<file path="src/hw/rtl/frbp_pkg.sv">
package frbp_pkg;

  // Field widths of the stream payloads
  localparam int unsigned OP_W      = 2;
  localparam int unsigned NOW_W     = 32;
  localparam int unsigned OUTCOME_W = 2;
  localparam int unsigned ERR_W     = 8;
  localparam int unsigned RND_W     = 32;
  localparam int unsigned CLASS_W   = 2;
  localparam int unsigned DELAY_W   = 13;
  localparam int unsigned WINDOW_W  = 17;
  localparam int unsigned EPCNT_W   = 8;

  localparam int unsigned IN_DATA_W  = 80;
  localparam int unsigned OUT_DATA_W = 16;

  // Configuration port
  localparam int unsigned CFG_ADDR_W = 2;
  localparam int unsigned CFG_DATA_W = 17;
  localparam logic [CFG_ADDR_W-1:0] REG_CLIENT_HOLD = 2'd0;
  localparam logic [CFG_ADDR_W-1:0] REG_MAX_LIFE    = 2'd1;
  localparam logic [CFG_ADDR_W-1:0] REG_ENDPOINTS   = 2'd2;

  // Operation codes
  localparam logic [OP_W-1:0] OP_BEGIN    = 2'd0;
  localparam logic [OP_W-1:0] OP_CLASSIFY = 2'd1;
  localparam logic [OP_W-1:0] OP_WAIT     = 2'd2;

  // Fetch outcome codes
  localparam logic [OUTCOME_W-1:0] OUTCOME_SUCCESS  = 2'd0;
  localparam logic [OUTCOME_W-1:0] OUTCOME_DECLINED = 2'd1;

  // Linux errno values that matter to the policy
  localparam logic [ERR_W-1:0] ERR_EPERM   = 8'd1;
  localparam logic [ERR_W-1:0] ERR_ENOENT  = 8'd2;
  localparam logic [ERR_W-1:0] ERR_EACCES  = 8'd13;
  localparam logic [ERR_W-1:0] ERR_ENOTDIR = 8'd20;
  localparam logic [ERR_W-1:0] ERR_EBADMSG = 8'd74;

  typedef enum logic [CLASS_W-1:0] {
    CLASS_OK         = 2'd0,
    CLASS_DEFINITIVE = 2'd1,
    CLASS_RETRY      = 2'd2
  } fill_class_t;

  // Status of the remainder unit
  typedef struct packed {
    logic busy;
    logic done;
  } div_stat_t;

endpackage

</file>
<file path="src/hw/rtl/frbp_classify.sv">
module frbp_classify (
  input  logic [frbp_pkg::OUTCOME_W-1:0] outcome,
  input  logic [frbp_pkg::ERR_W-1:0]     err_code,
  input  logic [frbp_pkg::EPCNT_W-1:0]   verify_left,
  output frbp_pkg::fill_class_t          fill_class,
  output logic                           spend
);

  // Map outcome and errno to a class; a digest mismatch spends budget while budget is left
  always_comb begin
    spend = 1'b0;
    priority if (outcome == frbp_pkg::OUTCOME_SUCCESS ||
                 outcome == frbp_pkg::OUTCOME_DECLINED) begin
      fill_class = frbp_pkg::CLASS_OK;
    end else if (err_code == frbp_pkg::ERR_ENOENT || err_code == frbp_pkg::ERR_ENOTDIR ||
                 err_code == frbp_pkg::ERR_EACCES || err_code == frbp_pkg::ERR_EPERM) begin
      fill_class = frbp_pkg::CLASS_DEFINITIVE;
    end else if (err_code == frbp_pkg::ERR_EBADMSG) begin
      if (verify_left != '0) begin
        fill_class = frbp_pkg::CLASS_RETRY;
        spend      = 1'b1;
      end else begin
        fill_class = frbp_pkg::CLASS_DEFINITIVE;
      end
    end else begin
      fill_class = frbp_pkg::CLASS_RETRY;
    end
  end

endmodule

</file>
<file path="src/hw/rtl/frbp_divider.sv">
module frbp_divider #(
  parameter int unsigned DW = 16
) (
  input  logic                        clk,
  input  logic                        rst,
  input  logic                        start,
  input  logic [frbp_pkg::RND_W-1:0]  dividend,
  input  logic [DW-1:0]               divisor,
  output frbp_pkg::div_stat_t         stat,
  output logic [DW-1:0]               remainder
);

  localparam int unsigned CW = $clog2(frbp_pkg::RND_W);

  logic [frbp_pkg::RND_W-1:0] dvd_sh;
  logic [DW-1:0]              dvs;
  logic [DW-1:0]              rem;
  logic [CW-1:0]              cnt;
  logic                       busy;
  logic [DW:0]                trial;
  logic                       last;

  assign trial = {rem, dvd_sh[frbp_pkg::RND_W-1]};
  assign last  = (cnt == CW'(frbp_pkg::RND_W - 1));

  // Control: one quotient bit per cycle, most significant first
  always_ff @(posedge clk) begin
    if (rst) begin
      busy <= 1'b0;
      cnt  <= '0;
    end else if (start) begin
      busy <= 1'b1;
      cnt  <= '0;
    end else if (busy) begin
      cnt <= cnt + 1'b1;
      if (last) begin
        busy <= 1'b0;
      end
    end
  end

  // Datapath: shift in a dividend bit, subtract when the trial fits
  always_ff @(posedge clk) begin
    if (start) begin
      dvd_sh <= dividend;
      dvs    <= divisor;
      rem    <= '0;
    end else if (busy) begin
      dvd_sh <= {dvd_sh[frbp_pkg::RND_W-2:0], 1'b0};
      if (trial >= {1'b0, dvs}) begin
        rem <= DW'(trial - {1'b0, dvs});
      end else begin
        rem <= trial[DW-1:0];
      end
    end
  end

  assign stat.busy = busy;
  assign stat.done = busy && last;
  assign remainder = rem;

endmodule

</file>
<file path="src/hw/rtl/fill_retry_backoff_policy_core.sv">
// Retry policy core: begin, classify and wait operations on one stream.
// Begin and classify register their result through the emit state; a granted wait
// first runs the 32 one-bit steps of the remainder unit that forms the jitter;
// a refused wait goes straight to the emit state.
// Throughput: one item at a time, input ready again once its result is registered.
// Reset (rst, synchronous) clears config to its defaults, backoff and budget state.
module fill_retry_backoff_policy_core #(
  parameter int unsigned BACKOFF_START_MS = 250,
  parameter int unsigned BACKOFF_CAP_MS   = 8000
) (
  input  logic                              clk,
  input  logic                              rst,
  // Input stream
  input  logic                              s_tvalid,
  output logic                              s_tready,
  // tuser: operation[1:0]
  input  logic [frbp_pkg::OP_W-1:0]         s_tuser,
  // tdata: now_s[31:0], fill_outcome[33:32], err_code[41:34],
  //        waiters_present[42], random_value[74:43], zero fill[79:75]
  input  logic [frbp_pkg::IN_DATA_W-1:0]    s_tdata,
  // Result stream
  output logic                              m_tvalid,
  input  logic                              m_tready,
  // tdata: fill_class[1:0], wait_granted[2], delay_ms[15:3]
  output logic [frbp_pkg::OUT_DATA_W-1:0]   m_tdata,
  // Configuration writes
  input  logic                              cfg_we,
  input  logic [frbp_pkg::CFG_ADDR_W-1:0]   cfg_addr,
  input  logic [frbp_pkg::CFG_DATA_W-1:0]   cfg_wdata
);

  localparam int unsigned BMAX = (BACKOFF_START_MS > BACKOFF_CAP_MS) ?
                                 BACKOFF_START_MS : BACKOFF_CAP_MS;
  localparam int unsigned BW   = $clog2(BMAX + 1);

  typedef enum logic [2:0] {
    ST_IDLE = 3'b001,
    ST_DIV  = 3'b010,
    ST_EMIT = 3'b100
  } state_t;

  state_t state;

  // Configuration registers
  logic [frbp_pkg::WINDOW_W-1:0] client_hold_s;
  logic [frbp_pkg::WINDOW_W-1:0] max_life_s;
  logic [frbp_pkg::EPCNT_W-1:0]  endpoint_count;

  // Policy state
  logic [frbp_pkg::NOW_W-1:0]    start_time;
  logic [BW-1:0]                 backoff_now;
  logic [frbp_pkg::EPCNT_W-1:0]  verify_left;

  // Result holding
  frbp_pkg::fill_class_t         res_class;
  logic                          res_granted;
  logic [BW-1:0]                 half;

  // Input fields
  logic [frbp_pkg::OP_W-1:0]      op;
  logic [frbp_pkg::NOW_W-1:0]     now_s;
  logic [frbp_pkg::OUTCOME_W-1:0] fill_outcome;
  logic [frbp_pkg::ERR_W-1:0]     err_code;
  logic                           waiters_present;
  logic [frbp_pkg::RND_W-1:0]     random_value;

  assign op              = s_tuser;
  assign now_s           = s_tdata[31:0];
  assign fill_outcome    = s_tdata[33:32];
  assign err_code        = s_tdata[41:34];
  assign waiters_present = s_tdata[42];
  assign random_value    = s_tdata[74:43];

  logic                          accept;
  logic [frbp_pkg::WINDOW_W-1:0] window;
  logic [frbp_pkg::NOW_W:0]      window_end;
  logic                          grant;
  logic [BW:0]                   doubled;
  logic [BW-1:0]                 backoff_next;
  logic [BW-1:0]                 half_now;
  logic                          div_start;
  frbp_pkg::div_stat_t           dstat;
  logic [BW-1:0]                 rem;
  frbp_pkg::fill_class_t         cls;
  logic                          spend;
  logic [BW:0]                   delay_sum;
  logic [frbp_pkg::DELAY_W-1:0]  delay_ms;
  logic                          out_free;

  assign s_tready = (state == ST_IDLE);
  assign accept   = s_tvalid && s_tready;
  assign out_free = !m_tvalid || m_tready;

  // Window check: end of window formed one bit wider so it never wraps
  assign window     = waiters_present ? client_hold_s : max_life_s;
  assign window_end = {1'b0, start_time} + (frbp_pkg::NOW_W + 1)'(window);
  assign grant      = (window != '0) && ({1'b0, now_s} < window_end);

  // Backoff growth, limited by the cap
  assign half_now     = backoff_now >> 1;
  assign doubled      = {backoff_now, 1'b0};
  assign backoff_next = (doubled < (BW + 1)'(BACKOFF_CAP_MS)) ? doubled[BW-1:0]
                                                              : BW'(BACKOFF_CAP_MS);
  assign div_start    = accept && (op == frbp_pkg::OP_WAIT) && grant;

  frbp_classify u_classify (
    .outcome     (fill_outcome),
    .err_code    (err_code),
    .verify_left (verify_left),
    .fill_class  (cls),
    .spend       (spend)
  );

  frbp_divider #(
    .DW (BW)
  ) u_divider (
    .clk       (clk),
    .rst       (rst),
    .start     (div_start),
    .dividend  (random_value),
    .divisor   (BW'(half_now + 1'b1)),
    .stat      (dstat),
    .remainder (rem)
  );

  // Configuration writes; indexes beyond the list are dropped
  always_ff @(posedge clk) begin
    if (rst) begin
      client_hold_s  <= '0;
      max_life_s     <= '0;
      endpoint_count <= frbp_pkg::EPCNT_W'(1);
    end else if (cfg_we) begin
      if (cfg_addr == frbp_pkg::REG_CLIENT_HOLD) begin
        client_hold_s <= cfg_wdata;
      end
      if (cfg_addr == frbp_pkg::REG_MAX_LIFE) begin
        max_life_s <= cfg_wdata;
      end
      if (cfg_addr == frbp_pkg::REG_ENDPOINTS) begin
        endpoint_count <= cfg_wdata[frbp_pkg::EPCNT_W-1:0];
      end
    end
  end

  // Sequencer and policy state
  always_ff @(posedge clk) begin
    if (rst) begin
      state       <= ST_IDLE;
      start_time  <= '0;
      backoff_now <= BW'(BACKOFF_START_MS);
      verify_left <= frbp_pkg::EPCNT_W'(1);
    end else begin
      unique case (state)
        ST_IDLE: begin
          if (accept) begin
            state <= ST_EMIT;
            if (op == frbp_pkg::OP_BEGIN) begin
              start_time  <= now_s;
              backoff_now <= BW'(BACKOFF_START_MS);
              verify_left <= (endpoint_count != '0) ? endpoint_count
                                                    : frbp_pkg::EPCNT_W'(1);
            end else if (op == frbp_pkg::OP_CLASSIFY) begin
              if (spend) begin
                verify_left <= verify_left - 1'b1;
              end
            end else if (op == frbp_pkg::OP_WAIT && grant) begin
              backoff_now <= backoff_next;
              state       <= ST_DIV;
            end
          end
        end
        ST_DIV: begin
          if (dstat.done) begin
            state <= ST_EMIT;
          end
        end
        ST_EMIT: begin
          if (out_free) begin
            state <= ST_IDLE;
          end
        end
        default: begin
          state <= ST_IDLE;
        end
      endcase
    end
  end

  // Capture the result fields of the accepted item
  always_ff @(posedge clk) begin
    if (accept) begin
      res_class   <= (op == frbp_pkg::OP_CLASSIFY) ? cls : frbp_pkg::CLASS_OK;
      res_granted <= div_start;
      half        <= half_now;
    end
  end

  // Delay in [half, 2 * half], masked to the field width
  assign delay_sum = {1'b0, half} + {1'b0, rem};
  assign delay_ms  = res_granted ? frbp_pkg::DELAY_W'(delay_sum) : '0;

  // Output register
  always_ff @(posedge clk) begin
    if (rst) begin
      m_tvalid <= 1'b0;
    end else if (state == ST_EMIT && out_free) begin
      m_tvalid <= 1'b1;
    end else if (m_tready) begin
      m_tvalid <= 1'b0;
    end
  end

  always_ff @(posedge clk) begin
    if (state == ST_EMIT && out_free) begin
      m_tdata <= {delay_ms, res_granted, res_class};
    end
  end

  // Checks
  a_busy_not_ready: assert property (@(posedge clk) disable iff (rst)
    dstat.busy |-> !s_tready)
    else $error("input ready while the remainder unit runs");

  a_refused_no_delay: assert property (@(posedge clk) disable iff (rst)
    (m_tvalid && !m_tdata[2]) |-> (m_tdata[15:3] == '0))
    else $error("delay given on a refused or non-wait result");

  a_grant_class_ok: assert property (@(posedge clk) disable iff (rst)
    (m_tvalid && m_tdata[2]) |-> (m_tdata[1:0] == frbp_pkg::CLASS_OK))
    else $error("class set on a wait result");

  a_backoff_capped: assert property (@(posedge clk) disable iff (rst)
    (state == ST_DIV) |-> (backoff_now <= BW'(BACKOFF_CAP_MS)))
    else $error("backoff above cap after a grant");

endmodule
</file>
<file path="config.mk">
export PLATFORM = sky130hd
export DESIGN_NAME = fill_retry_backoff_policy_core
export DESIGN_NICKNAME = d
export VERILOG_FILES = /design/src/hw/rtl/frbp_pkg.sv /design/src/hw/rtl/frbp_classify.sv /design/src/hw/rtl/frbp_divider.sv /design/src/hw/rtl/fill_retry_backoff_policy_core.sv
export SDC_FILE = /design/constraint.sdc
export NUM_CORES = 1
export LEC_CHECK = 0
export BUFFER_PORTS_ARGS = -buffer_cell sky130_fd_sc_hd__buf_2
export CAP_MARGIN = 15
export CORE_ASPECT_RATIO = 0.5
export CORE_MARGIN = 8
export CORE_UTILIZATION = 53
export CTS_CLUSTER_SIZE = 8
export DETAILED_ROUTE_END_ITERATION = 7
export PLACE_DENSITY = 0.76
export SKIP_CTS_REPAIR_TIMING = 1
export SYNTH_ARGS = -nofsm -noshare
export SYNTH_HDL_FRONTEND = slang
export SYNTH_SLANG_ARGS = --single-unit
</file>
<file path="constraint.sdc">
create_clock -name clk -period 5.6 [get_ports clk]
set_input_delay 0 -clock clk [delete_from_list [all_inputs] [get_ports clk]]
set_output_delay 0 -clock clk [all_outputs]
set_load 0.01 [all_outputs]
</file>
# Word-level counts from Yosys, hierarchy flattened
# Cells that the tools add are included.
# op_classes
eq_ne	18
n_mul	0
add_sub_neg	6
n_lt_le_gt_ge	3
n_reduce_logical	34
n_shift	0
mux	31
n_bitwise	1
n_div	0
# op_table
cell	count
$mux 13	5
$mux 32	2
$add 32x17->33	1
$lt 32x33->1	1
$mux 8	4
$mux 3	6
$mux 17	1
$reduce_bool 17->1	1
$reduce_bool 8->1	2
$ge 14x13->1	1
$lt 14x13->1 const B	1
$add 12x1->13 const B	1
$add 12x13->13	1
$sub 13x13->13	1
$mux 1	10
$reduce_bool 2->1	5
$pmux 3 s3	1
$eq 8x1->1 const B	1
$eq 8x2->1 const B	1
$eq 8x4->1 const B	1
$eq 8x5->1 const B	1
$eq 8x7->1 const B	1
$reduce_and 4->1	2
$sub 8x1->8 const B	1
other kinds (19)	41
# word_totals
ram_bits	0
reg_bits	194
mem_bits_ro	0
mem_count	0
latch_bits	0
wordCells	112
inputBits	106

# Logic depth before layout (Yosys ltp)
# logic_depth
word_depth	10
depth_mapped	24

# By module
# A second synthesis with hierarchy kept.
# hier_totals
hier_cells	1155
hier_area_um2	10903.0
# by_module_without_submodules
module	cells_per_inst	seq_area_each_um2	area_each_um2	n_inst
fill_retry_backoff_policy_core	871	2892.8	7503.4	1
frbp_divider	265	1731.7	3270.6	1
frbp_classify	19	0.0	128.9	1

# Worst setup path before layout
# Ideal clock, no wire load.
# synth_path
path_type	in2reg
from	input port s_tdata[42] in the netlist's numbering
to	register u_divider.dvd_sh[0] in the netlist's numbering, enable pin
setup_slack_ns	-0.026
cell_stages	21
n_path_buf	3
arrival_ns	5.296
required_ns	5.270
cell_sequence	clkbuf_1 -> buf_1 -> mux2_2 -> ha_1 -> a21o_1 -> a221o_1 -> nor3_1 -> nor2_1 -> o311a_1 -> o21ai_1 -> nor2_1 -> xnor2_1 -> ha_1 -> nand2_1 -> nor4_1 -> a21oi_1 -> o211a_1 -> a221oi_1 -> a211oi_4 -> buf_6 -> or2_2
# synth_via
elab_chain_cells	6
word_cells_on_any_way	7
cone_classes	add/sub: 1; order compare: 1; mux: 1; reduce/logical: 4
# synth_lines
item	line	rtl
start, declared	fill_retry_backoff_policy_core.sv:20	input logic [frbp_pkg::IN_DATA_W-1:0] s_tdata,
$mux 17 *	fill_retry_backoff_policy_core.sv:95	assign window = waiters_present ? client_hold_s : max_life_s;
$add 32x17->33	fill_retry_backoff_policy_core.sv:96	assign window_end = {1'b0, start_time} + (frbp_pkg::NOW_W + 1)'(window);
$lt 32x33->1	fill_retry_backoff_policy_core.sv:97	assign grant = (window != '0) && ({1'b0, now_s} < window_end);
$logic_and 1x1->1 *	fill_retry_backoff_policy_core.sv:97	
$logic_and 1x1->1 *	fill_retry_backoff_policy_core.sv:104	assign div_start = accept && (op == frbp_pkg::OP_WAIT) && grant;
$reduce_bool 2->1 (no source line) *	--	
end signal, assigned	frbp_divider.sv:45	dvd_sh <= dividend;
end signal, assigned	frbp_divider.sv:49	dvd_sh <= {dvd_sh[frbp_pkg::RND_W-2:0], 1'b0};
end, declared	frbp_divider.sv:15	logic [frbp_pkg::RND_W-1:0] dvd_sh;
# Every way passes the cells marked *; elsewhere a longest branch is shown, timed or not.
# A chain may end at the register's enable or synchronous reset.

# Worst setup path after layout
# layout_path
from	register max_life_s[0] in the netlist's numbering
to	register backoff_now[6]
# layout_via
elab_chain_cells	7
word_cells_on_any_way	8
cone_classes	add/sub: 1; order compare: 1; mux: 1; reduce/logical: 5
# layout_lines
item	line	rtl
start, declared	fill_retry_backoff_policy_core.sv:46	logic [frbp_pkg::WINDOW_W-1:0] max_life_s;
start signal, assigned	fill_retry_backoff_policy_core.sv:137	max_life_s <= cfg_wdata;
$mux 17 *	fill_retry_backoff_policy_core.sv:95	
$add 32x17->33	fill_retry_backoff_policy_core.sv:96	
$lt 32x33->1	fill_retry_backoff_policy_core.sv:97	
$logic_and 1x1->1 *	fill_retry_backoff_policy_core.sv:97	
$logic_and 1x1->1 *	fill_retry_backoff_policy_core.sv:166	end else if (op == frbp_pkg::OP_WAIT && grant) begin
$reduce_bool 2->1 (no source line) *	--	
$reduce_and 4->1 (no source line) *	--	
end signal, assigned	fill_retry_backoff_policy_core.sv:150	backoff_now <= BW'(BACKOFF_START_MS);
end signal, assigned	fill_retry_backoff_policy_core.sv:159	backoff_now <= BW'(BACKOFF_START_MS);
end signal, assigned	fill_retry_backoff_policy_core.sv:167	backoff_now <= backoff_next;
end, declared	fill_retry_backoff_policy_core.sv:51	logic [BW-1:0] backoff_now;
# Marked as above.

==> impl_metrics.csv <==
group,metric,value,unit
critical_path,crit_family,"compound AO/OA/AOI/OAI gates",
power_and_ir_drop,p_sw,1280,uW
yosys,yosys.area.top_type,"dfxtp_1",
critical_path,crit_chain,"mux2_2, ha_1, inv_1, fa_1, nor2b_1, o31a_1, o311ai_1, buf_4, a211oi_2, o21a_2, nand3_1, xor2_1, ha_1, nand4_1, nor4_2, a21oi_1, o211a_1, a221oi_1, buf_4, a211oi_4, buf_12, buf_12, nor3_1, a41oi_1",
worst_hold_path,min_path_type,"input port to register",
drt,drtIter0Drc,463,
status,outcome,"finished clean",
critical_path,critPathBufInv,5,
critical_path,crit_path_top_delay_cell,"fa_1",
yosys,syn_nets,1341,
power_and_ir_drop,p_leak,0.00524,uW
place,dp_cells,1505,
clock_network,cts_tree,"done",
yosys,synth_compound_area_share,15.5,%
drt,ant_nets,0,
layout,drive_gt1_share,16.4,%
worst_hold_path,hold_depth,3,
die,fp.coreArea,0.0196,mm2
yosys,yosysUniqueCellTypes,64,
critical_path,required,5910,ps
drt,vias_per_cell,5.58,
place,dpl.hpwl,18.0,mm
job,max_cap_violations,0,
yosys,ys_ff_latch,193,
yosys,yosysMostFrequentCell,"nand2_1",
critical_path,timing.rr.start,"max_life_s[0]$_SDFFE_PP0P_",
timing,slew_violations,0,
grt,gr-total-overflow,0,
yosys,async_reset_ff_share,0,%
power_and_ir_drop,share_comb_of_total_power,28.1,%
die,initial_core_util,54.6,%
layout,finalInstanceArea,0.0131,mm2
drt,wl_per_cell,15.9,um
die,die_x,217,um
place,portBuffers,117,
layout,seq_area,0.00462,mm2
critical_path,critPathLaunch,"max_life_s[0]$_SDFFE_PP0P_",
worst_hold_path,hp-start,"s_tdata[40]",
timing,grt_setup_unrepaired,"false",
timing,finalSetupViolations,0,
die,die-area,0.0253,mm2
place,gp_congestion,0.899,
yosys,synth_top_family_by_area,"simple AND/OR/NAND/NOR gates",
critical_path,slowest_delay,400,ps
critical_path,end_kind,"register",
clock_network,cts.clk_slew.worst_paths,80,ps
layout,multi_input_area,0.00575,mm2
grt,grt_pass1_vias,8531,
power_and_ir_drop,clkPwrFrac,31.0,%
yosys,ys_seq_area_share,43.1,%
timing,hold_viol,0,
critical_path,critPathKind,"register to register",
yosys,synth.top_cell.area_share,21.8,%
grt,grt_max_degree,92,
grt,antenna_found_initial,1,
die,pin_count,124,
power_and_ir_drop,p_sw_share,31.9,%
yosys,synthMuxAreaShare,6.89,%
power_and_ir_drop,seq_power_share,40.9,%
critical_path,critPathMaxFanout,49,
drt,drtPass1Iterations,5,
place,dpl_cell_area,0.0116,mm2
power_and_ir_drop,power_density,308,mW/mm2
critical_path,worstRegToRegCells,24,
yosys,syn_area,0.0107,mm2
layout,fin_cells,1626,
clock_network,clockBufferDepth,2,
drt,drc,0,
timing,worstMarginPinSlew,1040,ps
yosys,yosys-top-cells-count,"nand2_1, a21oi_1, dfxtp_1, nor2_1, ha_1",
power_and_ir_drop,intPower,2740,uW
critical_path,r2r-end,"backoff_now[6]$_SDFFE_PP1P_",
critical_path,worstSetupStartpointType,"register",
die,die_h,117,um
timing,post-route-min-period,5140,ps
yosys,synth_area_leaders,"dfxtp_1, edfxtp_1, ha_1",
clock_network,ctsHtreeMaxLevel,4,
yosys,synthSimpleGateAreaFrac,17.2,%
clock_network,insertion_delay,450,ps
critical_path,arrival,5450,ps
timing,finClkSkew,11.2,ps
drt,wl,25.9,mm
yosys,synth_top_flop_cell,"dfxtp_1",
grt,track_usage,19.7,%
clock_network,cts_buffers,17,
layout,fin_nets,1532,
yosys,syn_area_per_cell,9.29,um2
timing,setup_tns,0,ps
grt,grt_pass1_wl,40.6,mm
yosys,synth_xor_area_share,4.33,%
layout,fillers,1573,
yosys,synth_fa_ha_area_share,9.54,%
timing,fmax,194,MHz
layout,area_growth,21.8,%
power_and_ir_drop,vdd_ir_drop_max,0.262,mV
yosys,synth.yosys.warnings,0,
timing,fin_crit_sh,91.8,%
clock_network,cts_root_buf,"clkbuf_16",
worst_hold_path,min_to,"res_class[0]$_SDFFCE_PP0P_",
die,rows,36,
drt,vias,9070,
yosys,synthCells,1155,
critical_path,reg2reg_slack,460,ps
timing,slew_headroom,29.5,%
clock_network,clkSinkCount,193,
yosys,synth_edf_count,76,
-- layout make-up --
class                           instances  area share, %
Sequential cell                       193           35.4
Antenna cell                            1         0.0191
Multi-Input combinational cell        873           44.0
Timing Repair Buffer                  218           12.3
Tap cell                              266           2.55
Clock buffer                           17           3.26
Clock inverter                         15           1.31
Inverter                               43           1.24
-- metal layers --
layer	GRT usage, %	vias up	part of all wire [%]
met4	6.81	0	2.5
met5	0	-	0
met1	23.0	4324	43
li1	-	4509	-
met3	4.11	49	4.2
met2	35.8	188	50
-- cells in the final DEF (no fill, tap or decap), types with 21 or more instances in the layout --
master         synthesis  layout
a21oi_1              125     125
buf_2                  1     117
dfxtp_1              117     117
dlygate4sd3_1          0      86
edfxtp_1              76      76
ha_1                  77      77
inv_1                 43      43
mux2_2                43      43
mux2i_1               21      21
nand2_1              179     179
nor2_1                79      78
nor3_1                24      24
o21ai_0               41      41
xnor2_1               27      27
xor2_1                26      26
-- per-stage QoR --
stage / hold slack [ps] / power, uW / setup slack [ps] / util, %
floorplan: 136 / 2490 / 107 / -
global placement: 253 / 2700 / 275 / 58.9
detailed placement: 261 / 2740 / 121 / 58.9
CTS: -219 / 3990 / 243 / 62.0
global route: 32.3 / 4250 / 29.7 / 66.5
finish: 2.97 / 4020 / 458 / 66.5
-- tightest hold or removal path: stages --
cell and delay (ps):
buf_2 80, nand3b_1 120, a21oi_1 70
-- how the worst max path moves through the flow --
| stage | endpoint | cells past startpoint |
|---|---|---|
| 2_1_floorplan | u_divider.dvd_sh[0]$_SDFFCE_PP0P_ | 21 |
| 3_3_place_gp | backoff_now[6]$_SDFFE_PP1P_ | 23 |
| 3_5_place_dp | backoff_now[6]$_SDFFE_PP1P_ | 23 |
| 4_1_cts | backoff_now[6]$_SDFFE_PP1P_ | 24 |
| 5_1_grt | backoff_now[6]$_SDFFE_PP1P_ | 22 |
| 6_report | backoff_now[6]$_SDFFE_PP1P_ | 24 |
-- sequential cells by signal (all words and copies together) (netlist names), 2 cells and up --
name                 cells
client_hold_s           17
endpoint_count           8
state                    3
backoff_now             12
max_life_s              17
half                    12
u_divider.remainder     13
u_divider.cnt            5
res_class                2
m_tdata                 16
u_divider.dvd_sh        32
start_time              32
u_divider.dvs           13
verify_left              8
-- power groups by stage --
stage	clock, uW	sequential (uW)	combinational, uW
2_1_floorplan	0	1650	844
3_3_place_gp	0	1670	1030
3_5_place_dp	0	1680	1070
4_1_cts	1270	1640	1080
5_1_grt	1330	1660	1260
6_report	1250	1650	1130
-- kinds of logic (layout without fill, tap and decap cells) --
logic type / after synthesis / after routing
AO/OA/AOI/OAI: 270 / 270
XOR/XNOR: 53 / 53
adder cells (fa/ha/maj): 80 / 80
buffers and inverters: 89 / 293
flip-flops: 193 / 193
multiplexers: 68 / 68
other: 0 / 1
AND/OR/NAND/NOR: 402 / 402
(Power assumes the default switching activity.)
